### config.mk
export PLATFORM = sky130hd
export DESIGN_NAME = ps2_scancode_to_ascii
export DESIGN_NICKNAME = d
export VERILOG_FILES = /design/src/design/ps2sc_pkg.sv /design/src/design/ps2_scancode_to_ascii.sv
export SDC_FILE = /design/constraint.sdc
export NUM_CORES = 1
export LEC_CHECK = 0
export ABC_AREA = 1
export BUFFER_PORTS_ARGS = -buffer_cell sky130_fd_sc_hd__buf_2
export CELL_PAD_IN_SITES_DETAIL_PLACEMENT = 1
export CELL_PAD_IN_SITES_GLOBAL_PLACEMENT = 1
export CORE_ASPECT_RATIO = 1.5
export CORE_UTILIZATION = 40
export DETAILED_ROUTE_END_ITERATION = 8
export PLACE_DENSITY_LB_ADDON = 0.1
export SLEW_MARGIN = 10
export SYNTH_ARGS = -nofsm -noshare
export SYNTH_HDL_FRONTEND = slang
export SYNTH_SLANG_ARGS = --single-unit
### constraint.sdc
create_clock -name clk -period 6.2 [get_ports clk]
set_clock_uncertainty 0.2 [all_clocks]
set_input_delay 0.93 -clock clk [delete_from_list [all_inputs] [get_ports clk]]
set_output_delay 0.93 -clock clk [all_outputs]
set_load 0.1 [all_outputs]
### src/design/ps2sc_pkg.sv
// Constants and character table for the scan code set 1 to ASCII decoder.
package ps2sc_pkg;

	// Byte and key codes (low seven bits of the scan code)
	localparam logic [7:0] PrefixByte = 8'hE0;
	localparam logic [6:0] RomSize    = 7'h3B;
	localparam logic [6:0] KeyLShift  = 7'h2A;
	localparam logic [6:0] KeyRShift  = 7'h36;
	localparam logic [6:0] KeyAlt     = 7'h38;
	localparam logic [6:0] KeyCtrl    = 7'h1D;
	localparam logic [6:0] KeyCaps    = 7'h3A;

	// Result kinds carried in tuser
	localparam logic KindChar    = 1'b0;
	localparam logic KindUnknown = 1'b1;

	// Character pair for a key: {unshifted, shifted}, zero where the key prints nothing
	function automatic logic [13:0] char_pair(input logic [5:0] idx);
		logic [13:0] pair;
		case (idx)
			6'h01: pair = {7'h1B, 7'h1B};
			6'h02: pair = {7'h31, 7'h21};
			6'h03: pair = {7'h32, 7'h40};
			6'h04: pair = {7'h33, 7'h23};
			6'h05: pair = {7'h34, 7'h24};
			6'h06: pair = {7'h35, 7'h25};
			6'h07: pair = {7'h36, 7'h5E};
			6'h08: pair = {7'h37, 7'h26};
			6'h09: pair = {7'h38, 7'h2A};
			6'h0A: pair = {7'h39, 7'h28};
			6'h0B: pair = {7'h30, 7'h29};
			6'h0C: pair = {7'h2D, 7'h5F};
			6'h0D: pair = {7'h3D, 7'h2B};
			6'h0E: pair = {7'h08, 7'h08};
			6'h0F: pair = {7'h09, 7'h09};
			6'h10: pair = {7'h71, 7'h51};
			6'h11: pair = {7'h77, 7'h57};
			6'h12: pair = {7'h65, 7'h45};
			6'h13: pair = {7'h72, 7'h52};
			6'h14: pair = {7'h74, 7'h54};
			6'h15: pair = {7'h79, 7'h59};
			6'h16: pair = {7'h75, 7'h55};
			6'h17: pair = {7'h69, 7'h49};
			6'h18: pair = {7'h6F, 7'h4F};
			6'h19: pair = {7'h70, 7'h50};
			6'h1A: pair = {7'h5B, 7'h7B};
			6'h1B: pair = {7'h5D, 7'h7D};
			6'h1C: pair = {7'h0D, 7'h0D};
			6'h1E: pair = {7'h61, 7'h41};
			6'h1F: pair = {7'h73, 7'h53};
			6'h20: pair = {7'h64, 7'h44};
			6'h21: pair = {7'h66, 7'h46};
			6'h22: pair = {7'h67, 7'h47};
			6'h23: pair = {7'h68, 7'h48};
			6'h24: pair = {7'h6A, 7'h4A};
			6'h25: pair = {7'h6B, 7'h4B};
			6'h26: pair = {7'h6C, 7'h4C};
			6'h27: pair = {7'h3B, 7'h3A};
			6'h28: pair = {7'h27, 7'h22};
			6'h29: pair = {7'h60, 7'h7E};
			6'h2B: pair = {7'h5C, 7'h7C};
			6'h2C: pair = {7'h7A, 7'h5A};
			6'h2D: pair = {7'h78, 7'h58};
			6'h2E: pair = {7'h63, 7'h43};
			6'h2F: pair = {7'h76, 7'h56};
			6'h30: pair = {7'h62, 7'h42};
			6'h31: pair = {7'h6E, 7'h4E};
			6'h32: pair = {7'h6D, 7'h4D};
			6'h33: pair = {7'h2C, 7'h3C};
			6'h34: pair = {7'h2E, 7'h3E};
			6'h35: pair = {7'h2F, 7'h3F};
			6'h37: pair = {7'h2A, 7'h2A};
			6'h39: pair = {7'h20, 7'h20};
			default: pair = 14'h0;
		endcase
		return pair;
	endfunction

endpackage

### src/design/ps2_scancode_to_ascii.sv
// Scan code set 1 to ASCII decoder: input register, decode, result register.
// Table lookup and modifier update sit in one stage feeding the result register.
// Throughput: one byte per cycle while the master side is not stalled.
// Bytes that give no result (prefix, releases, modifier presses) still take one slot.
// Reset clears the prefix flag, all modifiers, caps lock and both valid flags.
module ps2_scancode_to_ascii import ps2sc_pkg::*; (
	input  logic        clk,
	input  logic        arst_n,
	input  logic        s_tvalid,
	output logic        s_tready,
	input  logic [7:0]  s_tdata,   // [7:0] scan_byte
	output logic        m_tvalid,
	input  logic        m_tready,
	output logic [15:0] m_tdata,   // [6:0] char_code, [7] ctrl_held, [8] alt_held, rest zero
	output logic        m_tuser    // [0] kind
);

	logic       valid_s1;
	logic [7:0] byte_s1;
	logic       prefix_q, ctrl_q, shift_q, alt_q, caps_q;
	logic       out_valid_q;
	logic       kind_q;
	logic [6:0] char_q;
	logic       ctrl_out_q, alt_out_q;

	logic        advance;
	logic        ext, rel;
	logic [6:0]  low;
	logic        sym, col;
	logic [13:0] pair;
	logic [6:0]  ch;
	logic        prefix_d, ctrl_d, shift_d, alt_d, caps_d;
	logic        emit, emit_kind;

	assign advance  = !out_valid_q || m_tready;
	assign s_tready = !valid_s1 || advance;

	// Input register
	always_ff @(posedge clk or negedge arst_n) begin
		if (!arst_n) begin
			valid_s1 <= 1'b0;
		end else if (s_tready) begin
			valid_s1 <= s_tvalid;
		end
	end

	always_ff @(posedge clk) begin
		if (s_tready && s_tvalid) begin
			byte_s1 <= s_tdata;
		end
	end

	// Decode
	assign ext  = prefix_q;
	assign rel  = byte_s1[7];
	assign low  = byte_s1[6:0];
	assign sym  = (low < 7'h10) || (low inside {7'h1A, 7'h1B, 7'h1C, 7'h27, 7'h28, 7'h2B,
		7'h33, 7'h34, 7'h35});
	assign col  = sym ? shift_q : (shift_q ^ caps_q);
	assign pair = char_pair(low[5:0]);
	assign ch   = col ? pair[6:0] : pair[13:7];

	always_comb begin
		prefix_d  = 1'b0;
		ctrl_d    = ctrl_q;
		shift_d   = shift_q;
		alt_d     = alt_q;
		caps_d    = caps_q;
		emit      = 1'b0;
		emit_kind = KindChar;
		if (byte_s1 == PrefixByte) begin
			prefix_d = 1'b1;
		end else if (rel) begin
			// Key release: only modifiers matter
			if (low == KeyCtrl) begin
				ctrl_d = 1'b0;
			end else if (!ext && (low inside {KeyLShift, KeyRShift})) begin
				shift_d = 1'b0;
			end else if (low == KeyAlt) begin
				alt_d = 1'b0;
			end
		end else if (ext) begin
			// Extended press: right ctrl and right alt only
			if (low == KeyCtrl) begin
				ctrl_d = 1'b1;
			end else if (low == KeyAlt) begin
				alt_d = 1'b1;
			end
		end else if (low < RomSize) begin
			if (ch != 7'h0) begin
				emit = 1'b1;
			end else if (low inside {KeyLShift, KeyRShift}) begin
				shift_d = 1'b1;
			end else if (low == KeyCtrl) begin
				ctrl_d = 1'b1;
			end else if (low == KeyAlt) begin
				alt_d = 1'b1;
			end else if (low == KeyCaps) begin
				caps_d = !caps_q;
			end else begin
				emit      = 1'b1;
				emit_kind = KindUnknown;
			end
		end
	end

	// Key state, updated as each byte leaves the input register
	always_ff @(posedge clk or negedge arst_n) begin
		if (!arst_n) begin
			prefix_q <= 1'b0;
			ctrl_q   <= 1'b0;
			shift_q  <= 1'b0;
			alt_q    <= 1'b0;
			caps_q   <= 1'b0;
		end else if (valid_s1 && advance) begin
			prefix_q <= prefix_d;
			ctrl_q   <= ctrl_d;
			shift_q  <= shift_d;
			alt_q    <= alt_d;
			caps_q   <= caps_d;
		end
	end

	// Result register
	always_ff @(posedge clk or negedge arst_n) begin
		if (!arst_n) begin
			out_valid_q <= 1'b0;
		end else if (advance) begin
			out_valid_q <= valid_s1 && emit;
		end
	end

	always_ff @(posedge clk) begin
		if (advance && valid_s1 && emit) begin
			kind_q     <= emit_kind;
			char_q     <= (emit_kind == KindUnknown) ? 7'h0 : ch;
			ctrl_out_q <= ctrl_q;
			alt_out_q  <= alt_q;
		end
	end

	assign m_tvalid = out_valid_q;
	assign m_tdata  = {7'h0, alt_out_q, ctrl_out_q, char_q};
	assign m_tuser  = kind_q;

endmodule

==> metrics.md <==
| Metric | Value |
|---|---|
| Crit Path Class | `input port to flip-flop` |
| Crit path arrival time | `3.55 ns` |
| Initial antenna violation count | `0` |
| CP Capture Type | `flip-flop` |
| Root Driver | `clkbuf_8` |
| Layout Nets | `459` |
| Syn Inst Count | `421` |
| Die Area | `7710 um2` |
| Crit-path max FO | `13` |
| Post-place setup slack | `2.38 ns` |
| CTS Buffer Depth | `2` |
| Fraction of registers with async set/reset | `0.179` |
| Status | `finished clean` |
| Max frequency | `283 MHz` |
| I/O pins | `31` |
| Initial Util | `0.421` |
| Area delta synth->final | `7.57%` |
| Most common cell after layout, fill and taps aside | `nand2_1` |
| Register area share after synthesis | `0.338` |
| Worst setup margin | `2.66 ns` |
| Mapped Avg Cell Area | `6.99 um2` |
| Cts hold-fix bufs | `0` |
| Core ar. | `6990 um2` |
| Share of layout cells above drive strength 1 | `0.153` |
| Min Hold Slack | `0.261 ns` |
| Fin. max-slew vios | `0` |
| Port buffer count | `23` |
| Fin. Hold Viols | `0` |
| Clk slew on worst S/H paths | `0.08 ns` |
| Placed Instances | `526` |
| DRC | `0` |
| WL per Instance | `16.3 um` |
| Layout fillers | `904` |
| Die X | `72.0 um` |
| Drt total wl | `8.71 mm` |
| Yosys top cell area share | `0.184` |
| Clk Latency, worst-skew pair | `0.29 ns` |
| Relative slew slack | `0.377` |
| RSZ-0062 raised after global routing | `false` |
| Power per cell area | `236 nW/um2` |
| Die outline height | `107 um` |
| Yosys cell types | `47` |
| Least-Margin Pin Slew | `0.934 ns` |
| Final ANT Viol Nets | `0` |
| Post-Syn Area | `2940 um2` |
| CTS tree | `done` |
| Worst Path Required | `6.21 ns` |
| Initial DRC count | `109` |
| GR peak layer | `met2` |
| DP HPWL | `7.00 mm` |
| Post-cts sizing count | `0` |
| Post-CTS Setup Repair Bufs | `0` |
| Met2 usage | `0.476` |
| Max VDD drop | `0.0815 mV` |
| Total GRT Usage | `0.242` |
| Num rows | `37` |
| First-pass GRT wire length | `14.2 mm` |
| ANT cells | `0` |
| Vias | `2782` |
| Fraction of the cycle the final worst path needs | `0.570` |
| Clk sinks | `39` |
| Detailed Routing Iterations Pass 1 | `4` |
| Via density per instance | `5.21` |
| Hold WC Path Type | `input port to async pin` |
| Prevailing post-synth register cell | `edfxtp_1` |
| Maxcap violations | `0` |
| Pleak | `0.00154 uW` |
| Inserted Clock Buffers | `5` |
| Yosys reg bits | `39` |
| Startpoint type of the worst setup path | `input port` |
| Highest-count cells in the layout ignoring fill and taps | `92 x nand2_1, 68 x inv_1, 35 x nor2_1` |
| Final Total Pwr | `747 uW` |
| Number of global-route vias before repair | `2951` |
| Setup tns final | `0 ns` |
| GPL Wtd Cong | `0.936` |
| Top post-synthesis cells by area | `edfxtp_1 18%, nand2_1 12%, dfxtp_1 9.5%, inv_1 8.7%, dfrtp_1 6.0%` |
| Largest net degree at the start of global routing | `25` |
| Synth warn | `0` |
| M1 GR Usage | `0.237` |
| Setup-failing EPs final | `0` |
| Synth area leader | `edfxtp_1` |
| Non-Filler Instances | `534` |
| Number of flops mapped to enable cells by yosys | `18` |
| CTS H-Tree Depth | `2` |
| GRT Residual Overflow | `0` |
| Met3 GRT Util | `0.0216` |
| Final min period | `3.54 ns` |
[per-layer routing]
metal | vias up | routed length [um]
met4 | 0 | 432
met5 | - | 0
li1 | 1384 | -
met1 | 1322 | 3240
met2 | 49 | 4920
met3 | 27 | 118
[sequential cells by signal, indices dropped and copies added (netlist names)]
signal,cells
pair,14
byte_s1,8
char_q,7
alt_out_q,1
alt_q,1
caps_q,1
ctrl_out_q,1
ctrl_q,1
ext,1
m_tuser,1
m_tvalid,1
shift_q,1
valid_s1,1
[cell families (layout without fill, tap and decap cells)]
| family | Yosys count | count (layout) | synth area share |
|---|---|---|---|
| adders and majority gates | 11 | 11 | 0.0468 |
| AOI/OAI and AO/OA | 67 | 67 | 0.139 |
| other | 1 | 7 | 0.00127 |
| and+or+nand+nor | 208 | 208 | 0.336 |
| buffers and inverters | 95 | 105 | 0.138 |
| DFF | 39 | 39 | 0.338 |
[layout make-up]
class / count / area (um2) / share of cell area
clock buffer: 6 / 72.6 / 0.0229
clock inverter: 2 / 12.5 / 0.00395
inverter: 72 / 270 / 0.0854
multi-input combinational: 293 / 1560 / 0.494
sequential: 39 / 996 / 0.315
tap: 97 / 121 / 0.0383
timing repair buffer: 25 / 130 / 0.0411
[through the flow]
step / util / area [um2]
3_3_place_gp: 0.441 / 3080
2_1_floorplan: - / 2970
4_1_cts: 0.453 / 3170
5_1_grt: 0.453 / 3170
6_report: 0.453 / 3170
3_5_place_dp: 0.441 / 3080
[final timing paths]
| check | startpoint | end | slack, ns | depth (start not counted) |
|---|---|---|---|---|
| setup / recovery | m_tready | pair[4] | 2.66 | 14 |
| hold / removal | arst_n | caps_q | 0.26 | 1 |
| setup reg to reg | m_tvalid | pair[4] | 2.99 | 12 |
| hold reg to reg | caps_q | caps_q | 0.31 | 2 |
| max in group asynchronous | arst_n | alt_q | 5.37 | 1 |
| min in group clk | caps_q | caps_q | 0.31 | 2 |
[synth_stat cells, types with 2 or more instances]
cell type	n
nand2_1	92
inv_1	68
nor2_1	35
nand3_1	26
edfxtp_1	18
o21ai_0	18
a21oi_1	16
nor3_1	16
dfxtp_1	14
nand2_2	13
ha_1	11
buf_4	10
clkbuf_1	7
dfrtp_1	7
nand3_2	6
o21ai_1	6
a31oi_1	5
buf_2	4
nand4_1	4
nor2_4	4
inv_2	3
o311ai_0	3
and3_1	2
nand2_4	2
nand3b_1	2
nor4_1	2
o211ai_1	2
o21ai_2	2
o21bai_1	2
o22ai_1	2
o31ai_1	2
or2_2	2
[where the power goes]
group	total [uW]	internal, uW	leakage, uW	switching (uW)
combinational	262	66.7	0.00111	195
sequential	315	300	0.000382	14.6
clock	170	78.7	0.0000412	91.0
total	747	446	0.00154	301
[worst max-delay path, cell delays in order]
cell,delay (ns)
buf_2,0.08
inv_1,0.05
nand3_2,0.09
nand2_2,0.17
o21ai_1,0.70
inv_1,0.34
ha_1,0.32
nand2_1,0.16
nand2_1,0.07
inv_1,0.14
o21ai_0,0.11
nand3_1,0.15
nand2_1,0.07
o22ai_1,0.17
(Power assumes the default switching activity.)
